--- config.mk ---
export PLATFORM = sky130hd
export DESIGN_NAME = mcv_front
export DESIGN_NICKNAME = d
export VERILOG_FILES = /design/src/rtl/mcv_pkg.sv /design/src/rtl/mcv_front.sv
export SDC_FILE = /design/constraint.sdc
export NUM_CORES = 1
export LEC_CHECK = 0
export BUFFER_PORTS_ARGS = -buffer_cell sky130_fd_sc_hd__buf_2
export CAP_MARGIN = 20
export CORE_MARGIN = 10
export CORE_UTILIZATION = 45
export CTS_CLUSTER_SIZE = 40
export DETAILED_ROUTE_END_ITERATION = 6
export PLACE_DENSITY = 0.86
export SKIP_LAST_GASP = 1
export SYNTH_ARGS = -nofsm -noshare
export SYNTH_HDL_FRONTEND = slang
export SYNTH_SLANG_ARGS = --single-unit
--- constraint.sdc ---
create_clock -name clk -period 4.2 [get_ports clk]
set_clock_uncertainty 0.1 [all_clocks]
set_input_delay 1.26 -clock clk [delete_from_list [all_inputs] [get_ports clk]]
set_output_delay 1.26 -clock clk [all_outputs]
set_load 0.03 [all_outputs]
--- src/rtl/mcv_pkg.sv ---
// Package: layer sizes, derived widths, request codes and queue command type.
package mcv_pkg;

	localparam int IN_DIM       = 32;
	localparam int KERNEL_DIM   = 5;
	localparam int NUM_CHANNELS = 16;
	localparam int NUM_FILTERS  = 16;
	localparam int STEP         = 1;
	localparam int DATA_WIDTH   = 16;

	localparam int OUT_DIM = (IN_DIM >= KERNEL_DIM) ? ((IN_DIM - KERNEL_DIM) / STEP + 1) : 0;
	localparam int IN_SIZE = IN_DIM * IN_DIM * NUM_CHANNELS;
	localparam int W_SIZE  = KERNEL_DIM * KERNEL_DIM * NUM_CHANNELS * NUM_FILTERS;

	localparam int IN_AW = (IN_SIZE > 1) ? $clog2(IN_SIZE) : 1;
	localparam int W_AW  = (W_SIZE > 1) ? $clog2(W_SIZE) : 1;
	localparam int F_AW  = (NUM_FILTERS > 1) ? $clog2(NUM_FILTERS) : 1;

	localparam int RUN_LEN    = KERNEL_DIM * NUM_CHANNELS;
	localparam int RUN_W      = (RUN_LEN > 1) ? $clog2(RUN_LEN) : 1;
	localparam int KI_W       = (KERNEL_DIM > 1) ? $clog2(KERNEL_DIM) : 1;
	localparam int ROW_STRIDE = IN_DIM * NUM_CHANNELS;

	localparam int REQ_W  = 2;
	localparam int ROW_W  = 5;
	localparam int COL_W  = 5;
	localparam int CH_W   = 4;
	localparam int FILT_W = 4;
	localparam int VAL_W  = 16;
	localparam int OUT_W  = 48;
	localparam int PROD_W = 2 * DATA_WIDTH;

	localparam int Q_DEPTH = 4;
	localparam int Q_AW    = 2;

	localparam logic [REQ_W-1:0] REQ_WR_IN = 2'd0;
	localparam logic [REQ_W-1:0] REQ_WR_W  = 2'd1;
	localparam logic [REQ_W-1:0] REQ_WR_B  = 2'd2;
	localparam logic [REQ_W-1:0] REQ_RD    = 2'd3;

	typedef struct packed {
		logic [REQ_W-1:0]             kind;
		logic [IN_AW-1:0]             in_addr;
		logic [W_AW-1:0]              w_addr;
		logic [F_AW-1:0]              filt;
		logic signed [DATA_WIDTH-1:0] data;
	} cmd_t;

endpackage

--- src/rtl/mcv_front.sv ---
// Front end: accepts request beats, range-checks them and forms store addresses.
module mcv_front import mcv_pkg::*; (
	input  logic                    clk,
	input  logic                    arst_n,
	input  logic                    req_valid,
	output logic                    req_stall,
	input  logic [REQ_W-1:0]        req_type,
	input  logic [ROW_W-1:0]        row,
	input  logic [COL_W-1:0]        col,
	input  logic [CH_W-1:0]         channel,
	input  logic [FILT_W-1:0]       filter,
	input  logic signed [VAL_W-1:0] value,
	input  logic                    q_full,
	output logic                    push,
	output cmd_t                    push_cmd
);
	cmd_t        nxt;
	logic        keep;
	logic [31:0] r32, c32, ch32, f32;
	logic        cmd_v_s1;
	cmd_t        cmd_s1;

	assign r32  = 32'(row);
	assign c32  = 32'(col);
	assign ch32 = 32'(channel);
	assign f32  = 32'(filter);

	always_comb begin
		nxt      = '0;
		keep     = 1'b0;
		nxt.kind = req_type;
		nxt.data = DATA_WIDTH'(value);
		case (req_type)
			REQ_WR_IN: begin
				keep = (r32 < IN_DIM) && (c32 < IN_DIM) && (ch32 < NUM_CHANNELS);
				nxt.in_addr = IN_AW'((r32 * IN_DIM + c32) * NUM_CHANNELS + ch32);
			end
			REQ_WR_W: begin
				keep = (r32 < KERNEL_DIM) && (c32 < KERNEL_DIM) && (ch32 < NUM_CHANNELS)
					&& (f32 < NUM_FILTERS);
				nxt.w_addr = W_AW'(((r32 * KERNEL_DIM + c32) * NUM_CHANNELS + ch32)
					* NUM_FILTERS + f32);
			end
			REQ_WR_B: begin
				keep = (f32 < NUM_FILTERS);
				nxt.filt = F_AW'(filter);
			end
			REQ_RD: begin
				keep = (r32 < OUT_DIM) && (c32 < OUT_DIM) && (f32 < NUM_FILTERS);
				nxt.in_addr = IN_AW'((r32 * STEP * IN_DIM + c32 * STEP) * NUM_CHANNELS);
				nxt.w_addr = W_AW'(filter);
				nxt.filt = F_AW'(filter);
			end
			default: begin
				keep = 1'b0;
			end
		endcase
	end

	assign req_stall = cmd_v_s1 && q_full;
	assign push      = cmd_v_s1 && !q_full;
	assign push_cmd  = cmd_s1;

	always_ff @(posedge clk or negedge arst_n) begin
		if (!arst_n) begin
			cmd_v_s1 <= 1'b0;
		end else if (req_valid && !req_stall) begin
			cmd_v_s1 <= keep;
		end else if (push) begin
			cmd_v_s1 <= 1'b0;
		end
	end

	always_ff @(posedge clk) begin
		if (req_valid && !req_stall) begin
			cmd_s1 <= nxt;
		end
	end
endmodule

==> insert_results.sql <==
INSERT INTO impl_metrics (metric_group, metric, value, unit) VALUES
('cells_and_area', 'final_cell_mix', 'sky130_fd_sc_hd__buf_2, sky130_fd_sc_hd__edfxtp_1, sky130_fd_sc_hd__and2_1', ''),
('cells_and_area', 'finish.utilization', '60.9', '%'),
('clocking', 'cts_setup_buffers', '0', ''),
('timing', 'drv_slew', '0', ''),
('clocking', 'clkSlewWorstSetupHoldPaths', '0.08', 'ns'),
('cells_and_area', 'diodes', '0', ''),
('route', 'remaining_drc_errors', '0', ''),
('synthesis', 'synth.yosys.seq_area_share', '72.7', '%'),
('route', 'finalWirelength', '4530', 'um'),
('cells_and_area', 'final_net_count', '274', ''),
('clocking', 'cts_tree', 'built', ''),
('synthesis', 'postSynthRegisterBits', '50', ''),
('setup_path', 'crit_path_top_delay_cell', 'sky130_fd_sc_hd__buf_2', ''),
('place', 'post-dp-hpwl', '3730', 'um'),
('clocking', 'hold_buffers', '0', ''),
('route', 'avgRoutedWirePerCell', '16.6', 'um'),
('route', 'dr.first_iter.drc_count', '37', ''),
('synthesis', 'syn-num-nets', '176', ''),
('power_and_ir_drop', 'leakage', '1.19', 'nW'),
('cells_and_area', 'mostFrequentLayoutCell', 'sky130_fd_sc_hd__buf_2', ''),
('timing', 'setup_total_negative_slack', '0', 'ns'),
('die', 'initial_core_util', '46.9', '%'),
('synthesis', 'synth_area_per_cell', '16.9', 'um^2'),
('synthesis', 'synth.largest_area_cell', 'sky130_fd_sc_hd__edfxtp_1', ''),
('die', 'placeableCoreArea', '0.00438', 'mm^2'),
('status', 'status', 'completed', ''),
('timing', 'shortest_period_the_worst_path_allows', '3.13', 'ns'),
('setup_path', 'path_class', 'in2out', ''),
('timing', 'max-slew-margin-rel', '61.1', '%'),
('place', 'gp_routability_congestion', '0.779', ''),
('die', 'die_area', '0.00768', 'mm^2'),
('route', 'route.detailed.vias_per_inst', '4.82', ''),
('clocking', 'post_cts_resize_count', '0', ''),
('setup_path', 'arrival_worst_endpoint', '1.77', 'ns'),
('setup_path', 'setup.worst_path.end_class', 'output pin', ''),
('die', 'die_span_x', '87.6', 'um'),
('global_route', 'globalRoute.totalOverflow', '0', ''),
('route', 'routed-via-count', '1311', ''),
('setup_path', 'crit_path_cell_trace', 'buf_2 -> and2_1 -> buf_2', ''),
('worst_hold_path', 'worst_hold_path.num_cells', '2', ''),
('power_and_ir_drop', 'vdd_ir_drop_max', '0.161', 'mV'),
('global_route', 'grt_max_degree', '50', ''),
('place', 'placement.io_buffers', '90', ''),
('synthesis', 'syn-cell-area', '0.00206', 'mm^2'),
('clocking', 'clockBufferDepth', '2', ''),
('timing', 'hold_slack', '0.602', 'ns'),
('cells_and_area', 'layout.filler_cells', '338', ''),
('timing', 'unrepaired_setup_endpoints_after_global_routing', 'no', ''),
('clocking', 'cts_num_sinks', '50', ''),
('power_and_ir_drop', 'p_per_area', '397', 'mW/mm^2'),
('clocking', 'numCtsBuffers', '5', ''),
('setup_path', 'worst_setup_path_start_kind', 'primary input', ''),
('timing', 'post-route-period-util', '74.6', '%'),
('global_route', 'grt_first_pass_wirelength', '6810', 'um'),
('setup_path', 'critPathRequiredTime', '2.84', 'ns'),
('timing', 'fin_hold_viols', '0', ''),
('place', 'place_area', '0.00259', 'mm^2'),
('global_route', 'grt_usage', '11.3', '%'),
('synthesis', 'synth_top_area_cells', 'sky130_fd_sc_hd__edfxtp_1, sky130_fd_sc_hd__and2_1, sky130_fd_sc_hd__ha_1', ''),
('route', 'antenna_left', '0', ''),
('run', 'max_cap_viols', '0', ''),
('clocking', 'worstSkewPairLatency', '0.29', 'ns'),
('global_route', 'grt_pass1_vias', '1385', ''),
('worst_hold_path', 'worstHoldPathType', 'reg2reg', ''),
('global_route', 'initial_antenna_violation_count', '0', ''),
('synthesis', 'yosysUniqueCellTypes', '21', ''),
('route', 'firstDrtPassIters', '4', ''),
('setup_path', 'r2r.worst_path.cells', '3', ''),
('clocking', 'clock_tree.root_cell', 'sky130_fd_sc_hd__clkbuf_8', ''),
('synthesis', 'yosys.area.top_type_share', '71.5', '%'),
('timing', 'final-setup-viol-count', '0', '');
final timing paths:
kind | startpoint | slack (ns) | to
max | q_full | 1.07 | req_stall
min | cmd_v_s1$_DFFE_PN0P_ | 0.60 | cmd_v_s1$_DFFE_PN0P_
max reg2reg | cmd_v_s1$_DFFE_PN0P_ | 2.54 | push_cmd[26]$_DFFE_PP_
min reg2reg | cmd_v_s1$_DFFE_PN0P_ | 0.60 | cmd_v_s1$_DFFE_PN0P_
max in group asynchronous | arst_n | 3.29 | cmd_v_s1$_DFFE_PN0P_
min in group asynchronous | arst_n | 0.62 | cmd_v_s1$_DFFE_PN0P_
flip-flops by register name, summed over array words and instances, names as in the netlist:
register  cells
push_cmd     49
cmd_v_s1      1
metrics by stage:
| stage | total power [W] | worst slack, ns | cells |
|---|---|---|---|
| 2_1_floorplan | 0.000745 | 0.833 | 122 |
| 3_3_place_gp | 0.000815 | 0.998 | 265 |
| 3_5_place_dp | 0.000820 | 0.972 | 265 |
| 4_1_cts | 0.00107 | 1.07 | 272 |
| 5_1_grt | 0.00111 | 1.04 | 272 |
| 6_report | 0.00106 | 1.07 | 272 |
synth_stat cells:
cell and n:
sky130_fd_sc_hd__edfxtp_1 49, sky130_fd_sc_hd__and2_1 26, sky130_fd_sc_hd__ha_1 12, sky130_fd_sc_hd__nor2b_1 8
sky130_fd_sc_hd__nor2_1 4, sky130_fd_sc_hd__nand2_1 3, sky130_fd_sc_hd__fa_1 2, sky130_fd_sc_hd__inv_1 2
sky130_fd_sc_hd__o21ai_0 2, sky130_fd_sc_hd__xnor2_1 2, sky130_fd_sc_hd__xor2_1 2, sky130_fd_sc_hd__a211o_1 1
sky130_fd_sc_hd__a211oi_1 1, sky130_fd_sc_hd__a21o_1 1, sky130_fd_sc_hd__a21oi_2 1, sky130_fd_sc_hd__a31oi_1 1
sky130_fd_sc_hd__and2_2 1, sky130_fd_sc_hd__dfrtp_1 1, sky130_fd_sc_hd__nand3_1 1, sky130_fd_sc_hd__nor3_1 1
sky130_fd_sc_hd__xnor3_1 1
logic make-up (layout without fill, tap and decap cells):
logic type	after synthesis	in the layout	synth area share (%)
adder cells (fa/ha/maj)	14	14	9.25
AO/OA/AOI/OAI	7	7	2.37
XOR/XNOR	5	5	2.80
buffers and inverters	2	100	0.365
AND/OR/NAND/NOR	44	44	12.5
flip-flops	50	50	72.7
where the power goes:
part | total [W] | internal, W | switching, W
Sequential | 0.000597 | 0.000590 | 0.00000758
Clock | 0.000255 | 0.000114 | 0.000142
Combinational | 0.000207 | 0.0000697 | 0.000138
metal layers:
metal	part of all wire [%]	track usage, %	wire (um)	vias to the layer above
met5	0	0	0	-
met4	0.97	3.04	44	0
met3	12	4.74	528	6
met2	47	19.3	2110	77
met1	41	12.8	1850	597
li1	-	-	-	631
final cells by class:
class | instances | area [um^2] | share of cell area (%)
Sequential cell | 50 | 1500 | 56.0
Tap cell | 52 | 65.1 | 2.44
Inverter | 2 | 7.51 | 0.281
Clock buffer | 5 | 68.8 | 2.58
Multi-Input combinational cell | 70 | 561 | 21.0
Clock inverter | 2 | 15.0 | 0.562
Timing Repair Buffer | 91 | 458 | 17.1
worst max-delay path: cells and delay by family:
family	cells	cell delay (ns)
buffers and inverters	2	0.32
and+or+nand+nor	1	0.19
Note: power is estimated with default switching activity, not from simulation.
