<file path="src/rtl/mcv_pkg.sv">
// Package: layer sizes, derived widths, request codes and queue command type.
package mcv_pkg;

	localparam int IN_DIM       = 32;
	localparam int KERNEL_DIM   = 5;
	localparam int NUM_CHANNELS = 16;
	localparam int NUM_FILTERS  = 16;
	localparam int STEP         = 1;
	localparam int DATA_WIDTH   = 16;

	localparam int OUT_DIM = (IN_DIM >= KERNEL_DIM) ? ((IN_DIM - KERNEL_DIM) / STEP + 1) : 0;
	localparam int IN_SIZE = IN_DIM * IN_DIM * NUM_CHANNELS;
	localparam int W_SIZE  = KERNEL_DIM * KERNEL_DIM * NUM_CHANNELS * NUM_FILTERS;

	localparam int IN_AW = (IN_SIZE > 1) ? $clog2(IN_SIZE) : 1;
	localparam int W_AW  = (W_SIZE > 1) ? $clog2(W_SIZE) : 1;
	localparam int F_AW  = (NUM_FILTERS > 1) ? $clog2(NUM_FILTERS) : 1;

	localparam int RUN_LEN    = KERNEL_DIM * NUM_CHANNELS;
	localparam int RUN_W      = (RUN_LEN > 1) ? $clog2(RUN_LEN) : 1;
	localparam int KI_W       = (KERNEL_DIM > 1) ? $clog2(KERNEL_DIM) : 1;
	localparam int ROW_STRIDE = IN_DIM * NUM_CHANNELS;

	localparam int REQ_W  = 2;
	localparam int ROW_W  = 5;
	localparam int COL_W  = 5;
	localparam int CH_W   = 4;
	localparam int FILT_W = 4;
	localparam int VAL_W  = 16;
	localparam int OUT_W  = 48;
	localparam int PROD_W = 2 * DATA_WIDTH;

	localparam int Q_DEPTH = 4;
	localparam int Q_AW    = 2;

	localparam logic [REQ_W-1:0] REQ_WR_IN = 2'd0;
	localparam logic [REQ_W-1:0] REQ_WR_W  = 2'd1;
	localparam logic [REQ_W-1:0] REQ_WR_B  = 2'd2;
	localparam logic [REQ_W-1:0] REQ_RD    = 2'd3;

	typedef struct packed {
		logic [REQ_W-1:0]             kind;
		logic [IN_AW-1:0]             in_addr;
		logic [W_AW-1:0]              w_addr;
		logic [F_AW-1:0]              filt;
		logic signed [DATA_WIDTH-1:0] data;
	} cmd_t;

endpackage

</file>
<file path="src/rtl/mcv_queue.sv">
// Short command queue between front end and compute back end.
module mcv_queue import mcv_pkg::*; (
	input  logic clk,
	input  logic arst_n,
	input  logic push,
	input  cmd_t push_cmd,
	output logic full,
	input  logic pop,
	output logic not_empty,
	output cmd_t head
);
	cmd_t            ent_q [Q_DEPTH];
	logic [Q_AW-1:0] wr_q, rd_q;
	logic [Q_AW:0]   cnt_q;

	assign full      = (cnt_q == (Q_AW+1)'(Q_DEPTH));
	assign not_empty = (cnt_q != '0);
	assign head      = ent_q[rd_q];

	always_ff @(posedge clk or negedge arst_n) begin
		if (!arst_n) begin
			wr_q  <= '0;
			rd_q  <= '0;
			cnt_q <= '0;
		end else begin
			if (push) begin
				wr_q <= wr_q + 1'b1;
			end
			if (pop) begin
				rd_q <= rd_q + 1'b1;
			end
			if (push && !pop) begin
				cnt_q <= cnt_q + 1'b1;
			end else if (pop && !push) begin
				cnt_q <= cnt_q - 1'b1;
			end
		end
	end

	always_ff @(posedge clk) begin
		if (push) begin
			ent_q[wr_q] <= push_cmd;
		end
	end
endmodule

</file>
<file path="config.mk">
export PLATFORM = sky130hd
export DESIGN_NAME = mcv_queue
export DESIGN_NICKNAME = d
export VERILOG_FILES = /design/src/rtl/mcv_pkg.sv /design/src/rtl/mcv_queue.sv
export SDC_FILE = /design/constraint.sdc
export NUM_CORES = 1
export LEC_CHECK = 0
export ABC_AREA = 1
export ABC_CLOCK_PERIOD_IN_PS = 2850
export BUFFER_PORTS_ARGS = -buffer_cell sky130_fd_sc_hd__clkbuf_2
export CORE_MARGIN = 3
export CORE_UTILIZATION = 60
export CTS_BUF_LIST = sky130_fd_sc_hd__clkbuf_2 sky130_fd_sc_hd__clkbuf_4 sky130_fd_sc_hd__clkbuf_8
export DETAILED_ROUTE_END_ITERATION = 10
export PLACE_DENSITY_LB_ADDON = 0.3
export SYNTH_ARGS = -nofsm -noshare
export SYNTH_HDL_FRONTEND = slang
export SYNTH_SLANG_ARGS = --single-unit
export TNS_END_PERCENT = 50
</file>
<file path="constraint.sdc">
create_clock -name clk -period 2.85 [get_ports clk]
set_clock_uncertainty 0.2 [all_clocks]
set_input_delay 0.57 -clock clk [delete_from_list [all_inputs] [get_ports clk]]
set_output_delay 0.57 -clock clk [all_outputs]
set_load 0.03 [all_outputs]
</file>
==> flow_summary.rst, run 1 <==
.. list-table::
   :header-rows: 1

   * - Metric
     - Value
   * - Share of synthesized area occupied by flip-flops and latches
     - 0.709
   * - Total number of nets in the final design
     - 797
   * - Combined buffer and inverter count along the critical path
     - 2
   * - Global placement routability congestion
     - 0.758
   * - Data required, critical path
     - 2080 ps
   * - Most numerous cell types in the synthesized netlist
     - edfxtp_1, nand2_1, inv_1
   * - Initial Util
     - 0.628
   * - Nets in the synthesized netlist
     - 680
   * - Number of antenna violations at the first check in global routing
     - 0
   * - Count of buffers inserted at the top-level ports
     - 103
   * - Average vias per placed instance
     - 5.28
   * - Deepest level of the CTS H-tree
     - 1
   * - Combinational power share
     - 0.413
   * - Maximum number of pins on one net before global-route repair
     - 50
   * - Arrival time of the worst setup path
     - 1890 ps
   * - Crit path top cell by count
     - nand2_1
   * - Clock root buffer
     - clkbuf_8
   * - Leading cell types by total area after synthesis
     - edfxtp_1, o211ai_2, nand2_1, inv_1, o211ai_1
   * - Antenna fix cells
     - 0
   * - EDFF count, synth
     - 196
   * - Die Width
     - 125 µm
   * - Detailed Route Iter0 Violations
     - 353
   * - Die footprint
     - 15700 µm²
   * - Top achievable clock speed
     - 376 MHz
   * - CP max stage delay
     - 600 ps
   * - Relative contribution of the clock network to total power
     - 0.212
   * - Worst-skew pair later-pin latency
     - 530 ps
   * - First-pass GRT wire length
     - 25.3 mm
   * - Final critical-path required period
     - 2660 ps
   * - # rows
     - 42
   * - Routed wire length
     - 15.4 mm
   * - Aggregate negative setup slack
     - 0 ps
   * - Netlist Area Pre-Place
     - 8550 µm²
   * - Kind of end point of the critical path
     - output pin
   * - Yosys warning total
     - 0
   * - Post-Synthesis Cells
     - 621
   * - Critical path, cell by cell
     - buf_12 > nand2_1 > o211ai_2 > nand2_1 > clkbuf_2
   * - Cell count along the critical path
     - 5
   * - Top-level I/O count
     - 104
   * - Crit path max fanout
     - 42
   * - Switching power total
     - 4.42 mW
   * - Seq. cell area
     - 6070 µm²
   * - Relative contribution of sequential cells to total power
     - 0.375
   * - Setup Viol. Count Final
     - 0
   * - Leftover overflow at the end of global routing
     - 0
   * - Count leader, synth
     - edfxtp_1
   * - Estimated wirelength of the detail-placed design
     - 9.33 mm
   * - Longest Clk Path Bufs
     - 3
   * - Critical-path cell with the highest stage delay
     - dfrtp_4
   * - Worst hold stages
     - 1
   * - Power per standard cell area
     - 1120 nW/µm²
   * - Critical setup path kind
     - register to output pin
   * - Max-cap violations
     - 0
   * - Multi-input gate area
     - 1800 µm²
   * - CTS sink count
     - 203
   * - Number of fillers in the final layout
     - 887
   * - Transition time of the tightest slew-check pin
     - 513 ps
   * - Post-Syn Area per Cell
     - 13.8 µm²
   * - CTS tree
     - built
   * - Leak
     - 4.11 nW
   * - Synth-to-layout area growth
     - 15.4%
   * - Async S/R FF share, synth
     - 0.0345
   * - Crit share post-route
     - 0.933
   * - Worst reg2reg startpoint
     - wr_q[1]$_DFFE_PN0P_
   * - Synth top area share
     - 0.688
   * - Depth of the worst register-to-register path
     - 5
   * - Via count of the first global-routing pass
     - 5101
   * - Final Slew Violations
     - 0
   * - Final cell utilization of the core
     - 0.725
   * - Setup repair after global routing missed its margin
     - no
   * - Antenna viol nets, final
     - 0
   * - Number of distinct library cells after synthesis
     - 22
   * - CP startpoint kind
     - register
   * - Run status
     - completed
   * - Height of the chip
     - 125 µm
   * - Final hold violation count
     - 0
   * - Number of buffers created by CTS
     - 31
   * - Max-Slew Margin vs Limit
     - 0.658
   * - Internal
     - 6.64 mW
   * - DRC Markers
     - 0
   * - Cell class contributing the biggest share of worst-path delay
     - flip-flops
   * - End point of the critical path
     - head[28]
   * - Layout cell share with drive strength beyond 1
     - 0.321
   * - Most used DFF post-synth
     - edfxtp_1
   * - Wirelength per Cell
     - 16.5 µm
   * - Flip-flop and latch count after synthesis
     - 203
   * - Synth area leader
     - edfxtp_1
   * - Register clock-pin slew on the reported worst setup and hold paths
     - 60 ps
   * - Switching share of total power
     - 0.400
   * - Number of detailed-routing iterations run before antenna repair
     - 4
   * - Reg-to-reg endpoint
     - ent_q[1][0]$_DFFE_PP_
   * - Max VDD drop
     - 929 µV
   * - All-layer global routing usage
     - 0.199
   * - Std-Cell Core Area
     - 13600 µm²
   * - Min-delay worst type
     - primary input to register
   * - Slack of the worst reg-to-reg path
     - 1140 ps
   * - Crit. Startpoint
     - rd_q[0]$_DFFE_PN0P_
   * - Overall via count from detail_route
     - 4928
registers in the layout (all words and copies together), names as in the netlist:
register and count:
wr_q 2, rd_q 2, ent_q 196, cnt_q 3
cells by family after synthesis:
| family | after synthesis | share of synthesized area |
|---|---|---|
| DFF | 203 | 0.709 |
| adders and majority gates | 6 | 0.00966 |
| AOI/OAI and AO/OA | 99 | 0.121 |
| and+or+nand+nor | 165 | 0.0759 |
| buffers and inverters | 144 | 0.0811 |
| xor gates and xnor gates | 4 | 0.00410 |
stage by stage:
step,hold WS [ps],worst slack [ps],power [mW],cell area (µm²),std cells
after CTS,22.2,49.8,11.2,9860,933
after floorplan,74.4,427,7.65,8550,621
after global placement,215,571,8.66,9220,879
after detailed placement,223,532,8.79,9220,879
after global routing,20.6,70.2,11.7,9870,934
final,51.6,192,11.1,9870,934
repair_timing:
item / CTS / global route
endpoints found under the setup margin: 9 / 13
endpoints found under the hold margin: 7 / 0
resized for setup: 2 / 0
setup buffers: 0 / 1
hold buffers: 1 / 0
cells in the final DEF, fill, tap and decap left out, types with 2 or more instances in the layout:
cell type / synthesis / routed
nand2_2: 10 / 10
clkbuf_8: 0 / 34
buf_6: 14 / 3
ha_1: 5 / 5
clkinv_2: 0 / 3
buf_4: 2 / 2
clkbuf_4: 0 / 13
inv_1: 109 / 105
buf_12: 0 / 9
o211ai_1: 40 / 40
dfrtp_1: 7 / 5
xor2_1: 3 / 3
o211ai_2: 58 / 58
clkinv_1: 0 / 2
nand2_1: 151 / 151
edfxtp_1: 196 / 196
clkbuf_2: 0 / 103
inv_2: 1 / 5
worst min-delay path by stage:
stage                             from                endpoint  slack [ps]
after global placement          arst_n     wr_q[0]$_DFFE_PN0P_         220
after floorplan                 arst_n    cnt_q[0]$_DFFE_PN0P_          70
after CTS                 push_cmd[39]  ent_q[0][39]$_DFFE_PP_          20
after global routing      push_cmd[12]  ent_q[2][12]$_DFFE_PP_          20
final                     push_cmd[39]  ent_q[0][39]$_DFFE_PP_          50
after detailed placement        arst_n    cnt_q[1]$_DFFE_PN0P_         220
worst register-to-register path, delay by kind of cell (launching register included):
| family | cells | cell delay (ps) |
|---|---|---|
| adder cells (fa/ha/maj) | 1 | 150 |
| buffers and inverters | 3 | 550 |
| flip-flops | 1 | 400 |
| AND/OR/NAND/NOR | 1 | 60 |
per-layer routing:
| layer | GRT usage | routed length, µm | vias up |
|---|---|---|---|
| met5 | 0 | 0 | - |
| met4 | 0.0638 | 293 | 0 |
| met3 | 0.0422 | 827 | 34 |
| met2 | 0.360 | 8050 | 123 |
| met1 | 0.240 | 6240 | 2384 |
| li1 | - | - | 2387 |
cell type report:
class,count,area share
Sequential cell,203,0.615
Multi-Input combinational cell,274,0.182
Timing Repair Buffer,118,0.0764
Clock buffer,47,0.0573
Inverter,110,0.0418
Tap cell,176,0.0223
Clock inverter,6,0.00532
power by group through the flow:
stage | clock network [mW] | logic, mW | registers [mW]
after global placement | 0 | 4.46 | 4.20
final | 2.35 | 4.57 | 4.14
after global routing | 2.55 | 4.97 | 4.20
after CTS | 2.40 | 4.60 | 4.18
after detailed placement | 0 | 4.56 | 4.24
after floorplan | 0 | 3.53 | 4.12
(Power assumes the default switching activity.)
==> inputs of run 2 (changes only) <==
- ABC_AREA: 1 -> unset
- CORE_UTILIZATION: 60 -> 59
==> run 2 against run 1 <==
  * Combinational power shrank 26%
  * Global-route usage shrank 1.6 points
  * Flip-flop and latch count is the same
  * Register-to-register slack lost 260 ps
  * Core utilization grew 0.13 points
  * Routed wire length shrank 20%
  * Setup slack lost 77 ps
  * Worst hold slack gained 8.6 ps
  * Sequential share of layout area grew 6.6 points
  * Largest power group is now sequential cells
  * Via count shrank 31%
  * Final cell count shrank 34%
  * Synthesized area shrank 12%
  * Critical endpoint is now head[5]
==> flow_summary.rst, run 2 <==
.. list-table::
   :header-rows: 1

   * - Metric
     - Value
   * - Critical-path cell with the highest stage delay
     - mux4_2
   * - Final critical-path required period
     - 2730 ps
   * - Number of antenna violations at the first check in global routing
     - 0
   * - Kind of end point of the critical path
     - output pin
   * - Critical path, cell by cell
     - buf_12 > mux4_2 > clkbuf_2
   * - Count of buffers inserted at the top-level ports
     - 103
   * - Register clock-pin slew on the reported worst setup and hold paths
     - 60 ps
   * - EDFF count, synth
     - 196
   * - Average vias per placed instance
     - 5.52
   * - Final Slew Violations
     - 0
   * - Share of synthesized area occupied by flip-flops and latches
     - 0.805
   * - CP max stage delay
     - 560 ps
   * - Placed Area
     - 8280 µm²
   * - Leftover overflow at the end of global routing
     - 0
   * - # rows
     - 40
   * - Most common cell after layout, fill and taps aside
     - edfxtp_1
   * - Post-Synthesis Cells
     - 291
   * - Max-cap violations
     - 0
   * - Longest Clk Path Bufs
     - 3
   * - Max-Slew Margin vs Limit
     - 0.650
   * - Cell class contributing the biggest share of worst-path delay
     - multiplexers
   * - Most numerous cell types in the synthesized netlist
     - edfxtp_1, mux4_2, dfrtp_1
   * - Slack of the worst reg-to-reg path
     - 880 ps
   * - CTS sink count
     - 203
   * - Launch instance of the worst min-delay path
     - push_cmd[22]
   * - Antenna viol nets, final
     - 0
   * - Deepest level of the CTS H-tree
     - 1
   * - Worst reg2reg startpoint
     - wr_q[0]$_DFFE_PN0P_
   * - Global placement routability congestion
     - 0.669
   * - Std-Cell Core Area
     - 12300 µm²
   * - Number of fillers in the final layout
     - 692
   * - Routed wire length
     - 12.3 mm
   * - Crit path max fanout
     - 23
   * - Die Width
     - 119 µm
   * - Netlist Area Pre-Place
     - 7520 µm²
   * - Overall via count from detail_route
     - 3421
   * - Run status
     - completed
   * - Wirelength per Cell
     - 19.9 µm
   * - Worst hold stages
     - 1
   * - Aggregate negative setup slack
     - 0 ps
   * - Maximum number of pins on one net before global-route repair
     - 35
   * - Total number of nets in the final design
     - 486
   * - Antenna fix cells
     - 0
   * - Count of cells resized by post-cts repair
     - 0
   * - Transition time of the tightest slew-check pin
     - 524 ps
   * - First-pass GRT wire length
     - 20.0 mm
   * - Setup Viol. Count Final
     - 0
   * - Yosys warning total
     - 0
   * - Depth of the worst register-to-register path
     - 4
   * - Initial Util
     - 0.614
   * - Largest registers ranked by flip-flop count
     - ent_q (196), cnt_q (3)
   * - Leading cell types by total area after synthesis
     - edfxtp_1, mux4_2, dfrtp_1, buf_12, ha_1
   * - Post-route standard cell area excluding fillers
     - 8910 µm²
   * - Power per standard cell area
     - 1090 nW/µm²
   * - Min-delay worst type
     - primary input to register
   * - All-layer global routing usage
     - 0.183
   * - Async S/R FF share, synth
     - 0.0345
   * - Die footprint
     - 14100 µm²
   * - Layout cell share with drive strength beyond 1
     - 0.485
   * - Combined buffer and inverter count along the critical path
     - 2
   * - Post-Syn Area per Cell
     - 25.9 µm²
   * - Number of detailed-routing iterations run before antenna repair
     - 4
   * - Leak
     - 3.14 nW
   * - Data required, critical path
     - 2080 ps
   * - Number of distinct library cells after synthesis
     - 20
   * - Setup repair after global routing missed its margin
     - no
   * - Most used DFF post-synth
     - edfxtp_1
   * - Detailed Route Iter0 Violations
     - 318
   * - Synth-to-layout area growth
     - 18.4%
   * - Number of buffers created by CTS
     - 31
   * - Count leader, synth
     - edfxtp_1
   * - Critical setup path kind
     - register to output pin
   * - Crit share post-route
     - 0.960
   * - Max VDD drop
     - 664 µV
   * - Top achievable clock speed
     - 366 MHz
   * - Worst-skew pair later-pin latency
     - 520 ps
   * - Estimated wirelength of the detail-placed design
     - 7.69 mm
   * - Synth area leader
     - edfxtp_1
   * - Top register by number of flip-flops
     - ent_q
   * - Arrival time of the worst setup path
     - 1960 ps
   * - CTS tree
     - built
   * - Via count of the first global-routing pass
     - 3765
   * - DRC Markers
     - 0
   * - Hold EP
     - ent_q[0][22]$_DFFE_PP_
   * - Height of the chip
     - 119 µm
   * - Leading cell types in the layout, fill and taps excluded
     - edfxtp_1, clkbuf_2, mux4_2, clkbuf_8, clkbuf_4
   * - Synth top area share
     - 0.782
   * - Top-level I/O count
     - 104
   * - Nets in the synthesized netlist
     - 350
   * - Flip-flop and latch count after synthesis
     - 203
   * - Number of flip-flops in the largest register
     - 196
   * - CP startpoint kind
     - register
   * - Final hold violation count
     - 0
   * - Clock root buffer
     - clkbuf_8
   * - Reg-to-reg endpoint
     - ent_q[2][47]$_DFFE_PP_
## run 2: changes by cell type after synthesis, moves of 4 or more
| cell | previous run | this run |
|---|---|---|
| nand2_1 | 151 | 2 |
| inv_1 | 109 | 4 |
| o211ai_2 | 58 | 0 |
| mux4_2 | 0 | 48 |
| o211ai_1 | 40 | 0 |
| buf_6 | 14 | 1 |
| nand2_2 | 10 | 0 |
| buf_2 | 14 | 5 |
| buf_12 | 0 | 5 |
| and2_1 | 0 | 4 |
## run 2: logic make-up after synthesis
kind of cell               Yosys count  share of synthesized area
DFF                                203                      0.805
AOI/OAI and AO/OA                    1                   0.000664
buffers and inverters               16                     0.0206
and+or+nand+nor                      9                    0.00665
muxes                               50                      0.149
xor gates and xnor gates             6                    0.00698
adders and majority gates            6                     0.0110
## run 2: power breakdown
part / switching (mW) / internal (mW) / total (mW) / leakage [nW]
Combinational: 2.10 / 1.28 / 3.38 / 0.942
Sequential: 0.163 / 3.91 / 4.08 / 1.88
Clock: 1.00 / 1.25 / 2.25 / 0.322
Total: 3.26 / 6.44 / 9.70 / 3.14
## run 2: how the worst max path moves through the flow
stage | depth (start not counted) | startpoint | slack (ps) | endpoint
2_1_floorplan | 3 | wr_q[0]$_DFFE_PN0P_ | 450 | ent_q[2][0]$_DFFE_PP_
3_3_place_gp | 3 | rd_q[0]$_DFFE_PN0P_ | 460 | head[5]
3_5_place_dp | 3 | rd_q[0]$_DFFE_PN0P_ | 450 | head[5]
4_1_cts | 3 | rd_q[0]$_DFFE_PN0P_ | 60 | head[5]
5_1_grt | 3 | rd_q[0]$_DFFE_PN0P_ | 9 | head[40]
6_report | 3 | rd_q[0]$_DFFE_PN0P_ | 120 | head[5]
## run 2: area by class of cell
cell class | instances | area (µm²) | share of cell area
flip-flops and latches | 203 | 6070 | 0.681
clock inverters | 11 | 47.5 | 0.00534
repair buffers | 115 | 696 | 0.0781
multi-input cells | 72 | 1310 | 0.147
clock buffers | 47 | 559 | 0.0628
well taps | 168 | 210 | 0.0236
inverters | 4 | 15.0 | 0.00169
## run 2: through the flow
stage                     power, mW  hold WS [ps]  std cells  worst slack [ps]   util
after floorplan                6.69          74.4        291               453      -
final                          9.70          60.2        620               115  0.726
after global placement         7.49           216        559               458  0.675
after CTS                      9.84          38.1        620              61.1  0.726
after global routing           10.2          32.5        620              8.66  0.726
after detailed placement       7.55           224        559               450  0.675
## run 2: repair_timing
action	4_1_cts	5_1_grt
hold buffers	1	0
endpoints found under the setup margin	39	0
endpoints found under the hold margin	7	0
setup buffers	2	0
## run 2: routing by layer
metal,track usage,share of wire,routed length (µm),vias to the layer above
met3,0.0565,0.080,991,25
li1,-,-,-,1519
met4,0.0579,0.022,272,0
met5,0,0,0,-
met2,0.295,0.50,6150,128
met1,0.244,0.40,4910,1749
